==> config.mk <==
export PLATFORM = sky130hd
export DESIGN_NAME = plrf_csr
export DESIGN_NICKNAME = d
export VERILOG_FILES = /design/src/design/plrf_pkg.sv /design/src/design/plrf_csr.sv
export SDC_FILE = /design/constraint.sdc
export NUM_CORES = 1
export LEC_CHECK = 0
export ABC_AREA = 1
export BUFFER_PORTS_ARGS = -buffer_cell sky130_fd_sc_hd__buf_2
export CAP_MARGIN = 20
export CORE_MARGIN = 2
export CORE_UTILIZATION = 55
export CTS_CLUSTER_SIZE = 25
export DETAILED_ROUTE_END_ITERATION = 6
export MAX_ROUTING_LAYER = met4
export PLACE_DENSITY = 0.85
export SYNTH_ARGS = -nofsm -noshare
export SYNTH_HDL_FRONTEND = slang
export SYNTH_SLANG_ARGS = --single-unit
==> constraint.sdc <==
create_clock -name clock -period 2.05 [get_ports clock]
set_clock_uncertainty 0.1 [all_clocks]
set_input_delay 0.1025 -clock clock [delete_from_list [all_inputs] [get_ports clock]]
set_output_delay 0.1025 -clock clock [all_outputs]
set_load 0.01 [all_outputs]
==> src/design/plrf_pkg.sv <==
// plrf_pkg: types, register indexes and helpers shared by the position loop block
// no dependencies; used by plrf_csr, plrf_ctrl, plrf_dp and the top level
package plrf_pkg;

   // configuration register indexes
   localparam logic [2:0] CSR_RAMP_STEP       = 3'd0;
   localparam logic [2:0] CSR_ERROR_LIMIT     = 3'd1;
   localparam logic [2:0] CSR_POSITION_GAIN   = 3'd2;
   localparam logic [2:0] CSR_FF_MODE         = 3'd3;
   localparam logic [2:0] CSR_FF_SCALE        = 3'd4;
   localparam logic [2:0] CSR_FF_GAIN         = 3'd5;
   localparam logic [2:0] CSR_FILTER_COEFF    = 3'd6;
   localparam logic [2:0] CSR_PULSES_PER_TURN = 3'd7;

   // feedforward mode codes
   localparam logic [1:0] FF_MODE_NONE   = 2'd0;
   localparam logic [1:0] FF_MODE_FILTER = 2'd1;
   localparam logic [1:0] FF_MODE_HOLD   = 2'd2;

   localparam logic signed [65:0] SAT_HI = 66'sd2147483647;
   localparam logic signed [65:0] SAT_LO = -66'sd2147483648;

   typedef struct packed {
      logic signed [31:0] position_target;
      logic signed [11:0] turn_count;
      logic        [19:0] in_turn_count;
      logic               ramp_enable;
   } req_type;

   typedef struct packed {
      logic signed [31:0] drive_value;
      logic signed [31:0] ramped_position;
      logic signed [31:0] clamped_error;
   } rsp_type;

   typedef struct packed {
      logic [20:0] ramp_step;
      logic [30:0] error_limit;
      logic [23:0] position_gain;
      logic [1:0]  ff_mode;
      logic [31:0] ff_scale;
      logic [23:0] ff_gain;
      logic [16:0] filter_coeff;
      logic [20:0] pulses_per_turn;
   } cfg_type;

   // operand pair for the shared multiplier
   typedef enum logic [2:0] {
      MUL_FEEDBACK,
      MUL_DELTA,
      MUL_FILTER,
      MUL_PGAIN,
      MUL_FFGAIN
   } mul_sel_type;

   typedef struct packed {
      logic        load_item;
      logic        ramp_upd;
      logic        mul_go;
      mul_sel_type mul_sel;
      logic        fb_upd;
      logic        prev_upd;
      logic        err_upd;
      logic        x_upd;
      logic        filt_upd;
      logic        pterm_upd;
      logic        out_load;
   } dp_cmd_type;

   function automatic logic signed [31:0] sat32(input logic signed [65:0] v);
      logic signed [31:0] r;
      if (v > SAT_HI) begin
         r = 32'sh7FFFFFFF;
      end else if (v < SAT_LO) begin
         r = 32'sh80000000;
      end else begin
         r = $signed(v[31:0]);
      end
      return r;
   endfunction

endpackage

==> src/design/plrf_csr.sv <==
// plrf_csr: configuration register file with reset values
// depends on plrf_pkg
module plrf_csr (
   input  logic                 clock,
   input  logic                 reset,
   input  logic                 csr_valid,
   output logic                 csr_ready,
   input  logic [2:0]           csr_index,
   input  logic [31:0]          csr_data,
   output plrf_pkg::cfg_type    cfg
);

   plrf_pkg::cfg_type cfg_ff;

   assign csr_ready = 1'b1;
   assign cfg       = cfg_ff;

   always_ff @(posedge clock) begin
      if (reset) begin
         cfg_ff.ramp_step       <= 21'd1;
         cfg_ff.error_limit     <= 31'd5000;
         cfg_ff.position_gain   <= 24'd3277;
         cfg_ff.ff_mode         <= plrf_pkg::FF_MODE_NONE;
         cfg_ff.ff_scale        <= 32'd0;
         cfg_ff.ff_gain         <= 24'd0;
         cfg_ff.filter_coeff    <= 17'd65536;
         cfg_ff.pulses_per_turn <= 21'd65536;
      end else if (csr_valid) begin
         unique case (csr_index)
            plrf_pkg::CSR_RAMP_STEP:       cfg_ff.ramp_step       <= csr_data[20:0];
            plrf_pkg::CSR_ERROR_LIMIT:     cfg_ff.error_limit     <= csr_data[30:0];
            plrf_pkg::CSR_POSITION_GAIN:   cfg_ff.position_gain   <= csr_data[23:0];
            plrf_pkg::CSR_FF_MODE:         cfg_ff.ff_mode         <= csr_data[1:0];
            plrf_pkg::CSR_FF_SCALE:        cfg_ff.ff_scale        <= csr_data;
            plrf_pkg::CSR_FF_GAIN:         cfg_ff.ff_gain         <= csr_data[23:0];
            plrf_pkg::CSR_FILTER_COEFF:    cfg_ff.filter_coeff    <= csr_data[16:0];
            plrf_pkg::CSR_PULSES_PER_TURN: cfg_ff.pulses_per_turn <= csr_data[20:0];
            default: ;
         endcase
      end
   end

endmodule

==> results.ini <==
[run_status]
status=finished, final reports clean

[clock_tree]
cts_setup_buffers=0
clk_latency_ns=0.43
clk_path_buf_depth=2
clock_sinks=172
cts_tree=built
numCtsBuffers=17
root_buffer=clkbuf_16
path_clk_slew_ns=0.06
htree_levels=4

[cells_and_area]
largest_reg_flops=172
drive_gt1_frac=0.2309
num-nets-final=1216
utilization=0.7344
nFillCells=947
final_area_sq_um=8785
syn_to_final_growth_pct=30.65

[logic_synthesis]
synth_cell_types=16
yosysWarnings=0
ys_seq_area_frac=0.5121
synth_area_leaders=dfxtp_1 (51%), nor2_1 (18%), nand2_1 (12%)
ys_ff_latch=172
synthCells=968
netlist.area_leader.share=0.5121
yosysTopAreaCell=dfxtp_1
syn_area_per_cell_sq_um=6.946
syn-num-nets=1006
syn-cell-area_sq_um=6724

[worst_setup_path]
max_stage_delay_ns=0.36
r2r-start=cfg[88]
reg2reg_depth=2
critPathSlowestCell=dfxtp_1
cp_max_fo=2
reg2reg_slack_ns=1.32
cp-start-kind=flop
cp.required_ns=1.85
reg2reg_to=cfg[88]
critPathArrivalTime_ns=0.96
crit_family=flip-flops
crit_type=reg2out
crit_cells=1
worstPathCellList=buf_2
crit_buf_inv=1
cp-end-kind=primary output

[pwr]
seq_power_share=0.450
clkPwrFrac=0.443
power_switching_mw=1.862
irDropWorstVdd_v=0.0004970
combinationalPowerShare=0.107
p_leak_nw=4.397
powerDensity_nw_per_um2=890.7
internal_power_mw=5.963
switching_share=0.2380

[min_path]
min_path_cells=5
worstHoldStart=csr_data[17]
hp-class=in2reg
worstHoldEndpoint=cfg[17]

[placement]
place_congestion=0.8439
placed_cell_area_sq_um=7913
dpl.hpwl_mm=13.41
io_buffers=209
pre_cts_ws_ns=0.5901

[die]
top_level_ports=211
die_area_sq_um=13130
die_h_um=114.6
die_w_um=114.6
core_area_sq_um=11960
start_util=0.5621
rows=40

[route]
drc=0
first_pass_iters=7
wire_per_inst_um=15.35
wl_mm=20.56
drtAntennaViolNets=0
viasPerCell=5.294
routed-via-count=7089
drtIter0Drc=887

[flow_run]
max_cap_viol_count=0

[sta]
fmax_ghz=0.8596
worst_slack_ns=0.8867
rsz0062_at_grt=no
tns_ns=0
hold_viol=0
finalMaxSlewViolations=0
fin_hold_ws_ns=0.01990
fin_crit_ns=1.163
setup_viol=0
period_share=0.5675

[global_route]
grt_max_degree=66
antenna_found_initial=1
grt_pass1_vias=6331
grt_first_pass_wirelength_mm=32.02
grt_overflow=0
track_usage=0.3241

==> worst max path at each step <==
stage	startpoint	slack [ns]	endpoint
6_report	cfg[99]	0.89	cfg[99]
5_1_grt	cfg[94]	0.88	cfg[94]
4_1_cts	cfg[99]	0.90	cfg[99]
3_5_place_dp	csr_valid	0.59	cfg[99]
3_3_place_gp	csr_valid	0.66	cfg[103]
2_1_floorplan	csr_valid	1.04	cfg[118]
==> worst min-delay path, delay by kind of cell <==
family | cells | cell delay, ns
and+or+nand+nor | 3 | 0.22
buffers and inverters | 2 | 0.19
==> cell usage in the layout, fill, tap and decap left out <==
| master | n |
|---|---|
| nor2_1 | 315 |
| nand2_1 | 213 |
| buf_2 | 209 |
| dfxtp_1 | 172 |
| nand3_1 | 151 |
| inv_1 | 34 |
| dlygate4sd3_1 | 23 |
| clkbuf_16 | 17 |
| buf_4 | 16 |
| nor2_2 | 7 |
| buf_12 | 6 |
| clkbuf_8 | 5 |
| nor2_4 | 4 |
| clkbuf_1 | 4 |
| bufinv_16 | 4 |
| inv_2 | 3 |
| o21ai_0 | 2 |
| clkinv_2 | 2 |
| diode_2 | 1 |
| inv_4 | 1 |
| nand2_2 | 1 |
| nand3b_1 | 1 |
| conb_1 | 1 |
==> layout make-up <==
cell class | count | area (sq um) | share of cell area
flip-flops and latches | 172 | 3443 | 0.3920
multi-input cells | 695 | 2854 | 0.3249
repair buffers | 254 | 1516 | 0.1726
clock buffers | 26 | 509.2 | 0.05797
well taps | 147 | 183.9 | 0.02094
inverters | 38 | 145.1 | 0.01652
clock inverters | 6 | 130.1 | 0.01481
diodes | 1 | 2.502 | 0.0002849
==> per-stage QoR <==
stage / total power [mW] / instances
finish: 7.825 / 1339
global route: 8.084 / 1339
CTS: 7.815 / 1338
detailed placement: 4.377 / 1283
global placement: 4.359 / 1283
floorplan: 4.064 / 968
==> power by group through the flow <==
stage	sequential, mW	combinational [mW]	clock, mW
final	3.52	0.834	3.47
after global routing	3.53	0.919	3.63
after CTS	3.52	0.820	3.47
after detailed placement	3.59	0.783	0
after global placement	3.59	0.768	0
after floorplan	3.65	0.419	0
==> cell families after synthesis <==
family                 after synthesis  share of synthesized area
AOI/OAI and AO/OA                    2                   0.001489
DFF                                172                     0.5121
and+or+nand+nor                    692                     0.4194
buffers and inverters              101                    0.06643
other                                1                  0.0005577
==> synthesized netlist by cell type (all sizes together) <==
library cell  instances
inv                  38
o21ai                 2
nand3b                1
clkbuf                7
nand3               151
buf                  56
nor2                326
dfxtp               172
conb                  1
nand2               214
==> layer usage <==
| layer | vias up | share of wire | GRT usage |
|---|---|---|---|
| met1 | 3219 | 0.40 | 0.3973 |
| met5 | - | 0 | - |
| met4 | 0 | 0.038 | 0.1659 |
| met3 | 70 | 0.094 | 0.07676 |
| li1 | 3410 | - | - |
| met2 | 390 | 0.46 | 0.4990 |
==> timing repair <==
action                                 in CTS  in global routing
hold buffers                               23                  0
setup endpoints to repair                   0                  0
resized for setup                           0                  0
endpoints found under the hold margin      43                  0
(Power assumes the default switching activity.)
