$ cat src/design/plrf_pkg.sv
// plrf_pkg: types, register indexes and helpers shared by the position loop block
// no dependencies; used by plrf_csr, plrf_ctrl, plrf_dp and the top level
package plrf_pkg;

   // configuration register indexes
   localparam logic [2:0] CSR_RAMP_STEP       = 3'd0;
   localparam logic [2:0] CSR_ERROR_LIMIT     = 3'd1;
   localparam logic [2:0] CSR_POSITION_GAIN   = 3'd2;
   localparam logic [2:0] CSR_FF_MODE         = 3'd3;
   localparam logic [2:0] CSR_FF_SCALE        = 3'd4;
   localparam logic [2:0] CSR_FF_GAIN         = 3'd5;
   localparam logic [2:0] CSR_FILTER_COEFF    = 3'd6;
   localparam logic [2:0] CSR_PULSES_PER_TURN = 3'd7;

   // feedforward mode codes
   localparam logic [1:0] FF_MODE_NONE   = 2'd0;
   localparam logic [1:0] FF_MODE_FILTER = 2'd1;
   localparam logic [1:0] FF_MODE_HOLD   = 2'd2;

   localparam logic signed [65:0] SAT_HI = 66'sd2147483647;
   localparam logic signed [65:0] SAT_LO = -66'sd2147483648;

   typedef struct packed {
      logic signed [31:0] position_target;
      logic signed [11:0] turn_count;
      logic        [19:0] in_turn_count;
      logic               ramp_enable;
   } req_type;

   typedef struct packed {
      logic signed [31:0] drive_value;
      logic signed [31:0] ramped_position;
      logic signed [31:0] clamped_error;
   } rsp_type;

   typedef struct packed {
      logic [20:0] ramp_step;
      logic [30:0] error_limit;
      logic [23:0] position_gain;
      logic [1:0]  ff_mode;
      logic [31:0] ff_scale;
      logic [23:0] ff_gain;
      logic [16:0] filter_coeff;
      logic [20:0] pulses_per_turn;
   } cfg_type;

   // operand pair for the shared multiplier
   typedef enum logic [2:0] {
      MUL_FEEDBACK,
      MUL_DELTA,
      MUL_FILTER,
      MUL_PGAIN,
      MUL_FFGAIN
   } mul_sel_type;

   typedef struct packed {
      logic        load_item;
      logic        ramp_upd;
      logic        mul_go;
      mul_sel_type mul_sel;
      logic        fb_upd;
      logic        prev_upd;
      logic        err_upd;
      logic        x_upd;
      logic        filt_upd;
      logic        pterm_upd;
      logic        out_load;
   } dp_cmd_type;

   function automatic logic signed [31:0] sat32(input logic signed [65:0] v);
      logic signed [31:0] r;
      if (v > SAT_HI) begin
         r = 32'sh7FFFFFFF;
      end else if (v < SAT_LO) begin
         r = 32'sh80000000;
      end else begin
         r = $signed(v[31:0]);
      end
      return r;
   endfunction

endpackage

$ cat src/design/plrf_ctrl.sv
// plrf_ctrl: sequencer for one control tick, drives datapath commands
// depends on plrf_pkg
module plrf_ctrl (
   input  logic                   clock,
   input  logic                   reset,
   input  logic                   req_valid,
   output logic                   req_stall,
   output logic                   rsp_valid,
   input  logic                   rsp_stall,
   output plrf_pkg::dp_cmd_type   cmd
);

   typedef enum logic [2:0] {
      ST_IDLE,
      ST_RAMP,
      ST_FEEDB,
      ST_ERR,
      ST_FILT,
      ST_PTERM,
      ST_FFMUL,
      ST_SUM
   } state_type;

   state_type state_ff, state_in;
   logic      rsp_valid_ff, rsp_valid_in;
   logic      out_free;

   assign req_stall = (state_ff != ST_IDLE);
   assign rsp_valid = rsp_valid_ff;
   assign out_free  = !rsp_valid_ff || !rsp_stall;

   always_comb begin
      cmd          = '0;
      cmd.mul_sel  = plrf_pkg::MUL_FEEDBACK;
      state_in     = state_ff;
      rsp_valid_in = rsp_valid_ff && rsp_stall;
      unique case (state_ff)
         ST_IDLE: begin
            if (req_valid) begin
               cmd.load_item = 1'b1;
               state_in      = ST_RAMP;
            end
         end
         ST_RAMP: begin
            cmd.ramp_upd = 1'b1;
            cmd.mul_go   = 1'b1;
            cmd.mul_sel  = plrf_pkg::MUL_FEEDBACK;
            state_in     = ST_FEEDB;
         end
         ST_FEEDB: begin
            cmd.fb_upd   = 1'b1;
            cmd.prev_upd = 1'b1;
            cmd.mul_go   = 1'b1;
            cmd.mul_sel  = plrf_pkg::MUL_DELTA;
            state_in     = ST_ERR;
         end
         ST_ERR: begin
            cmd.err_upd = 1'b1;
            cmd.x_upd   = 1'b1;
            state_in    = ST_FILT;
         end
         ST_FILT: begin
            cmd.mul_go  = 1'b1;
            cmd.mul_sel = plrf_pkg::MUL_FILTER;
            state_in    = ST_PTERM;
         end
         ST_PTERM: begin
            cmd.filt_upd = 1'b1;
            cmd.mul_go   = 1'b1;
            cmd.mul_sel  = plrf_pkg::MUL_PGAIN;
            state_in     = ST_FFMUL;
         end
         ST_FFMUL: begin
            cmd.pterm_upd = 1'b1;
            cmd.mul_go    = 1'b1;
            cmd.mul_sel   = plrf_pkg::MUL_FFGAIN;
            state_in      = ST_SUM;
         end
         ST_SUM: begin
            // wait here while the previous word is still unread
            if (out_free) begin
               cmd.out_load = 1'b1;
               rsp_valid_in = 1'b1;
               state_in     = ST_IDLE;
            end
         end
         default: state_in = ST_IDLE;
      endcase
   end

   always_ff @(posedge clock) begin
      if (reset) begin
         state_ff     <= ST_IDLE;
         rsp_valid_ff <= 1'b0;
      end else begin
         state_ff     <= state_in;
         rsp_valid_ff <= rsp_valid_in;
      end
   end

endmodule

$ cat config.mk
export PLATFORM = sky130hd
export DESIGN_NAME = plrf_ctrl
export DESIGN_NICKNAME = d
export VERILOG_FILES = /design/src/design/plrf_pkg.sv /design/src/design/plrf_ctrl.sv
export SDC_FILE = /design/constraint.sdc
export NUM_CORES = 1
export LEC_CHECK = 0
export BUFFER_PORTS_ARGS = -buffer_cell sky130_fd_sc_hd__buf_2
export CORE_AREA = 2 2 39 41
export DETAILED_ROUTE_END_ITERATION = 10
export DIE_AREA = 0 0 41 43
export GPL_ROUTABILITY_DRIVEN = 0
export PLACE_DENSITY = 0.59
export SETUP_SLACK_MARGIN = 0.3
export SLEW_MARGIN = 20
export SYNTH_ARGS = -nofsm -noshare
export SYNTH_HDL_FRONTEND = slang
export SYNTH_SLANG_ARGS = --single-unit
export TNS_END_PERCENT = 50
$ cat constraint.sdc
create_clock -name clock -period 2.06 [get_ports clock]
set_input_delay 0.412 -clock clock [delete_from_list [all_inputs] [get_ports clock]]
set_output_delay 0.412 -clock clock [all_outputs]
set_load 0.03 [all_outputs]
==> results of run 1 <==
==> layout by cell type, fill, tap and decap left out <==
cell,netlist,routed
sky130_fd_sc_hd__a211oi_1,1,1
sky130_fd_sc_hd__a211oi_2,1,1
sky130_fd_sc_hd__a21oi_1,3,3
sky130_fd_sc_hd__buf_6,0,1
sky130_fd_sc_hd__nor2b_2,0,2
sky130_fd_sc_hd__buf_2,1,15
sky130_fd_sc_hd__dfxtp_4,0,2
sky130_fd_sc_hd__ha_2,0,2
sky130_fd_sc_hd__o211a_1,1,1
sky130_fd_sc_hd__nand2b_1,1,1
sky130_fd_sc_hd__o21a_4,1,1
sky130_fd_sc_hd__o211ai_1,1,1
sky130_fd_sc_hd__inv_1,3,2
sky130_fd_sc_hd__or2_1,1,1
sky130_fd_sc_hd__buf_4,3,2
sky130_fd_sc_hd__dfxtp_1,4,2
sky130_fd_sc_hd__clkbuf_4,0,4
sky130_fd_sc_hd__and2_4,0,1
sky130_fd_sc_hd__nand2b_4,1,1
sky130_fd_sc_hd__nor3_1,1,1
sky130_fd_sc_hd__inv_2,0,1
sky130_fd_sc_hd__nand2_1,4,4
sky130_fd_sc_hd__nor2_1,4,4
sky130_fd_sc_hd__ha_1,4,1
sky130_fd_sc_hd__buf_12,0,1
sky130_fd_sc_hd__and2_1,2,1
sky130_fd_sc_hd__o21ai_0,1,1
sky130_fd_sc_hd__nand4_1,1,1
sky130_fd_sc_hd__mux2i_1,1,1
sky130_fd_sc_hd__ha_4,0,1
sky130_fd_sc_hd__nor2b_1,3,1
==> cells by family after synthesis <==
family	share of synthesized area (%)
multiplexers	2.86
flip-flops	22.9
buffers and inverters	11.1
adder cells (fa/ha/maj)	14.3
AND/OR/NAND/NOR	28.2
AO/OA/AOI/OAI	20.7
==> registers in the layout, indices dropped and copies added (netlist names) <==
register	cells
state_ff	3
rsp_valid	1
==> worst max-delay path, cell delays in order, from the launching register on <==
cell and delay (ns):
sky130_fd_sc_hd__dfxtp_4 0.35, sky130_fd_sc_hd__buf_12 0.12, sky130_fd_sc_hd__ha_4 0.16, sky130_fd_sc_hd__and2_4 0.15
sky130_fd_sc_hd__or2_1 0.21, sky130_fd_sc_hd__buf_6 0.14
==> repair_timing <==
action	CTS	global route
pin swaps	3	0
hold endpoints to repair	0	0
setup buffers	2	0
setup endpoints to repair	4	7
gates resized for setup	11	3
==> per-layer routing <==
metal	share of wire, %	wire [µm]
met5	0	0
met4	2.1	15
met3	8.6	60
met2	50	347
met1	39	276
==> final timing paths <==
path                                     to  slack, ns  cells after the start
worst min-delay path            state_ff[0]       0.38                      2
worst max register to register  state_ff[1]       0.75                      6
worst min register to register    rsp_valid       0.49                      2
worst max-delay path                 cmd[7]       0.28                      5
==> area by class of cell <==
cell class                      count  area [µm²]  area share (%)
Clock buffer                        3        22.5            4.28
Tap cell                           16        20.0            3.80
Sequential cell                     4        87.6            16.6
Inverter                            3        11.3            2.14
Timing Repair Buffer               20         129            24.5
Multi-Input combinational cell     32         256            48.7
==> through the flow <==
stage | instance area (µm²) | util (%) | std cells | setup slack, ns | hold WS (ns)
floorplan | 355 | - | 43 | 0.267 | 0.477
global placement | 438 | 31.6 | 73 | 0.376 | 0.481
detailed placement | 438 | 31.6 | 73 | 0.364 | 0.483
CTS | 522 | 37.7 | 78 | 0.272 | 0.367
global route | 527 | 38.1 | 78 | 0.229 | 0.379
finish | 527 | 38.1 | 78 | 0.285 | 0.376
==> power by group through the flow <==
| stage | logic [mW] | registers (mW) | clock network [mW] |
|---|---|---|---|
| 3_3_place_gp | 0.521 | 0.133 | 0 |
| 3_5_place_dp | 0.525 | 0.134 | 0 |
| 6_report | 0.611 | 0.145 | 0.0972 |
| 2_1_floorplan | 0.430 | 0.122 | 0 |
| 5_1_grt | 0.670 | 0.153 | 0.107 |
| 4_1_cts | 0.615 | 0.144 | 0.104 |
==> qor.csv, run 1 <==
metric,value,unit
outcome,"complete, no violations",
pin count of the biggest net entering global routing,14,
final setup violation count,0,
die span in x,41,µm
Crit. Startpoint,state_ff[0],
overall routed net length,700,µm
number of buffers inserted by hold repair at cts,0,
max-cap check violation count,0,
clock root cell,sky130_fd_sc_hd__clkbuf_4,
fill cell total of the finished layout,160,
Synth Register Bits,4,
met3 Use GR,1.57,%
shortest period the worst path allows,1.78,ns
# diodes,0,
Setup TNS Final,0,ns
routing layer with the top usage in global route,met2,
leading area contributor after synthesis,sky130_fd_sc_hd__dfxtp_1,
reported leakage power,0.270,nW
share of async-settable or async-resettable flops after synthesis,0,%
met2 track demand over resource,14.7,%
top cells by area in the synthesized netlist,"sky130_fd_sc_hd__dfxtp_1 (23%), sky130_fd_sc_hd__ha_1 (14%), sky130_fd_sc_hd__buf_4 (6.4%), sky130_fd_sc_hd__nor2b_1 (5.4%), sky130_fd_sc_hd__a21oi_1 (4.3%)",
Unique masters post-synth,22,
hpwl dp,550,µm
kind of critical path,reg2out,
antenna violations before repair,0,
signal arrival time at the worst endpoint,1.36,ns
CP required,1.65,ns
number of global-route vias before repair,306,
number of clock sinks,4,
max_slew headroom,73.4,%
net count of the finished layout,72,
residual antenna-violating net count after detailed routing,0,
RSZ-0062 raised after global routing,true,
most frequent cells after synthesis,"sky130_fd_sc_hd__dfxtp_1 (4), sky130_fd_sc_hd__ha_1 (4), sky130_fd_sc_hd__nand2_1 (4), sky130_fd_sc_hd__nor2_1 (4)",
Tightest Hold Check Type,in2reg,
max-slew violation count,0,
period utilization,86.2,%
element type at the critical path end,output port,
kind of launch point of the worst setup path,flip-flop,
Layout area overhead,50.4,%
share of power burned in combinational logic,71.6,%
worst r2r src,state_ff[0],
highest net fanout along the worst path,5,
Clock Path Buffers,2,
GR met1 Demand/Resource,9.35,%
maximum clock frequency,563,MHz
final total power,0.853,mW
hold violation count in the final report,0,
Die Area,1760,µm²
drt drc,0,
H-tree levels,1,
clock latency of the later-clocked register in the worst-skew pair,0.23,ns
average wire per cell in the routed design,8.97,µm
origin of the worst min-delay path,reset,
drt pass-1 iters,4,
vertical die dimension,43,µm
io pins,19,
initial DRC count,4,
gr usage total,9.45,%
Tightest Pin Transition,0.399,ns
via density per instance,4.53,
Post-Syn Instances,43,
power per cell area,1620,nW/µm²
Port Buffer Count,18,
effective utilization at floorplan,25.3,%
first-pass GRT wire length,1.10,mm
post-synth net total,51,
internal power,0.427,mW
fraction of final layout cells sized beyond drive strength 1,56.5,%
Clock transition at path regs,0.04,ns
grt ovf,0,
part of the Yosys area used for sequential elements,22.9,%
number of buffers added by the clock tree synthesis step,3,
Core Region,1380,µm²
share of the synthesized area in the top cell type,22.9,%
part of the power in registers,17.0,%
power share of the clock group,11.4,%
"EDFF count, synth",0,
Synth warnings,0,
dominant synthesized flop cell,sky130_fd_sc_hd__dfxtp_1,
CTS tree,built,
post-synthesis cell area,350,µm²
Switching Fraction,49.9,%
via count,353,
synthesized area per cell,8.15,µm²
worst clock skew on the final layout,0.00114,ns
count of standard-cell rows,14,
switching power,0.426,mW
maximum vdd drop,0.566,mV
Note: power is estimated with default switching activity, not from simulation.
==> run 2, diff against run 1 <==
--- a/config.mk
+++ b/config.mk
@@ -11,6 +11,7 @@
 export DIE_AREA = 0 0 41 43
 export GPL_ROUTABILITY_DRIVEN = 0
 export PLACE_DENSITY = 0.59
+export REMOVE_ABC_BUFFERS = 1
 export SETUP_SLACK_MARGIN = 0.3
 export SLEW_MARGIN = 20
 export SYNTH_ARGS = -nofsm -noshare
==> run 2 against run 1 <==
Net effect: sequential cell count unchanged; hold slack better by 0.017 ns; die area stayed put; register-to-register slack is essentially flat; critical endpoint unchanged.
==> qor.csv, run 2 (synthesis gave the netlist of run 1 again) <==
metric,value,unit,change
CTS tree,built,,
shortest period the worst path allows,1.74,ns,-0.0340 ns
CP Cell Sequence,"inv_4, ha_4, and2_1, or2_1, buf_6",,
power share of the clock group,11.4,%,about the same
Critical Path Slowest Stage Cell,sky130_fd_sc_hd__dfxtp_4,,
Core Region,1380,µm²,unchanged
# diodes,0,,unchanged
max-cap check violation count,0,,unchanged
part of the power in registers,19.7,%,+2.7 points
outcome,"complete, no violations",,
final core utilization,37.2,%,-0.90 points
internal power,0.399,mW,-6.7%
GR met1 Demand/Resource,10.6,%,+1.3 points
CP required,1.65,ns,about the same
H-tree levels,1,,unchanged
drt pass-1 iters,2,,-2
pin count of the biggest net entering global routing,14,,unchanged
net count of the finished layout,71,,-1.4%
DP Area,433,µm²,-1.1%
worst-case reg-to-reg path depth,5,,-1
pre-CTS setup slack,0.381,ns,+0.0164 ns
met3 Use GR,3.14,%,+1.6 points
overall routed net length,692,µm,-1.1%
cell depth of the worst hold path,2,,unchanged
switching power,0.427,mW,+0.19%
max_slew headroom,71.4,%,-2.0 points
delay of the slowest critical-path stage,0.38,ns,+0.03 ns
maximum clock frequency,574,MHz,+2.0%
RSZ-0062 raised after global routing,true,,
element type at the critical path end,output port,,
highest net fanout along the worst path,6,,+1
number of buffers inserted by hold repair at cts,0,,unchanged
die span in x,41,µm,unchanged
gr usage total,9.05,%,-0.40 points
Tightest Hold Check Type,in2reg,,
Placed Cells incl. Taps,73,,unchanged
via count,340,,-3.7%
initial DRC count,2,,-2
Clock transition at path regs,0.03,ns,about the same
met2 track demand over resource,13.1,%,-1.6 points
number of clock sinks,4,,unchanged
reported leakage power,0.264,nW,-2.1%
number of buffers added by the clock tree synthesis step,3,,unchanged
first-pass GRT wire length,1.09,mm,-1.3%
Layout area overhead,46.8,%,
effective utilization at floorplan,25.3,%,unchanged
final setup violation count,0,,unchanged
filler-free cell count of the finished design,77,,-1.3%
count of standard-cell rows,14,,unchanged
kind of launch point of the worst setup path,flip-flop,,
R2R Setup Slk,0.76,ns,about the same
residual antenna-violating net count after detailed routing,0,,unchanged
signal arrival time at the worst endpoint,1.33,ns,-0.03 ns
termination of the worst setup path,cmd[7],,
worst clock skew on the final layout,0.00179,ns,+0.000654 ns
Switching Fraction,51.7,%,+1.8 points
most common library cell in the layout ignoring fill and taps,sky130_fd_sc_hd__buf_2,,
register bank with the most flops,state_ff,,
routing layer with the top usage in global route,met2,,
period utilization,84.5,%,-1.6 points
Port Buffer Count,18,,unchanged
post-route cell area,514,µm²,-2.4%
max-slew violation count,0,,unchanged
final total power,0.826,mW,-3.2%
vertical die dimension,43,µm,unchanged
number of global-route vias before repair,283,,-7.5%
Crit. Startpoint,state_ff[1],,
FF-to-FF End,state_ff[1],,
share of power burned in combinational logic,68.9,%,-2.7 points
Clock Path Buffers,2,,unchanged
worst r2r src,state_ff[1],,
fraction of final layout cells sized beyond drive strength 1,52.5,%,-4.0 points
clock latency of the later-clocked register in the worst-skew pair,0.23,ns,about the same
via density per instance,4.42,,-2.4%
average wire per cell in the routed design,8.99,µm,+0.14%
io pins,19,,unchanged
hold violation count in the final report,0,,unchanged
Setup TNS Final,0,ns,unchanged
kind of critical path,reg2out,,
Die Area,1760,µm²,unchanged
drt drc,0,,unchanged
max reg flops,3,,unchanged
Tightest Pin Transition,0.428,ns,+0.0296 ns
hold_ws,0.392,ns,+0.0165 ns
hpwl dp,527,µm,-4.2%
maximum vdd drop,0.548,mV,-3.1%
post-layout worst setup margin,0.319,ns,+0.0340 ns
clock root cell,sky130_fd_sc_hd__clkbuf_4,,
most frequent cells in the layout,"sky130_fd_sc_hd__buf_2 (17), sky130_fd_sc_hd__nand2_1 (4), sky130_fd_sc_hd__nor2_1 (4), sky130_fd_sc_hd__a21oi_1 (3), sky130_fd_sc_hd__clkbuf_4 (3)",,
power per cell area,1610,nW/µm²,-0.89%
grt ovf,0,,unchanged
antenna violations before repair,0,,unchanged
-- run 2: power groups by stage --
stage               Combinational, mW  Sequential, mW  Clock, mW
global placement                0.511           0.131          0
global route                    0.635           0.169      0.104
finish                          0.569           0.163     0.0942
detailed placement              0.515           0.134          0
floorplan                       0.401           0.126          0
CTS                             0.574           0.163      0.101
-- run 2: layout make-up --
class | instances | area (µm²)
multi-input combinational | 32 | 264
fill | 148 | 870
clock buffer | 3 | 22.5
inverter | 3 | 16.3
tap | 16 | 20.0
sequential | 4 | 87.6
timing repair buffer | 19 | 104
-- run 2: per-layer routing --
| layer | up-vias | routed length, µm |
|---|---|---|
| met2 | 12 | 335 |
| li1 | 181 | - |
| met4 | 0 | 0 |
| met1 | 147 | 302 |
| met5 | - | 0 |
| met3 | 0 | 54 |
-- run 2: worst max-delay path, delay by kind of cell, from the launching register on --
kind / cells / cell delay (ns)
flip-flops: 1 / 0.38
AND/OR/NAND/NOR: 2 / 0.36
buffers and inverters: 2 / 0.19
adder cells (fa/ha/maj): 1 / 0.16
-- run 2: timing repair --
item | 4_1_cts | 5_1_grt
resized for setup | 16 | 0
endpoints found under the setup margin | 3 | 4
setup buffers | 1 | 0
pin swaps | 2 | 0
-- run 2: how the worst min path moves through the flow --
stage | from | endpoint
after floorplan | reset | state_ff[0]
after global placement | rsp_valid | rsp_valid
after detailed placement | rsp_valid | rsp_valid
after CTS | reset | state_ff[0]
after global routing | reset | state_ff[0]
final | reset | state_ff[0]
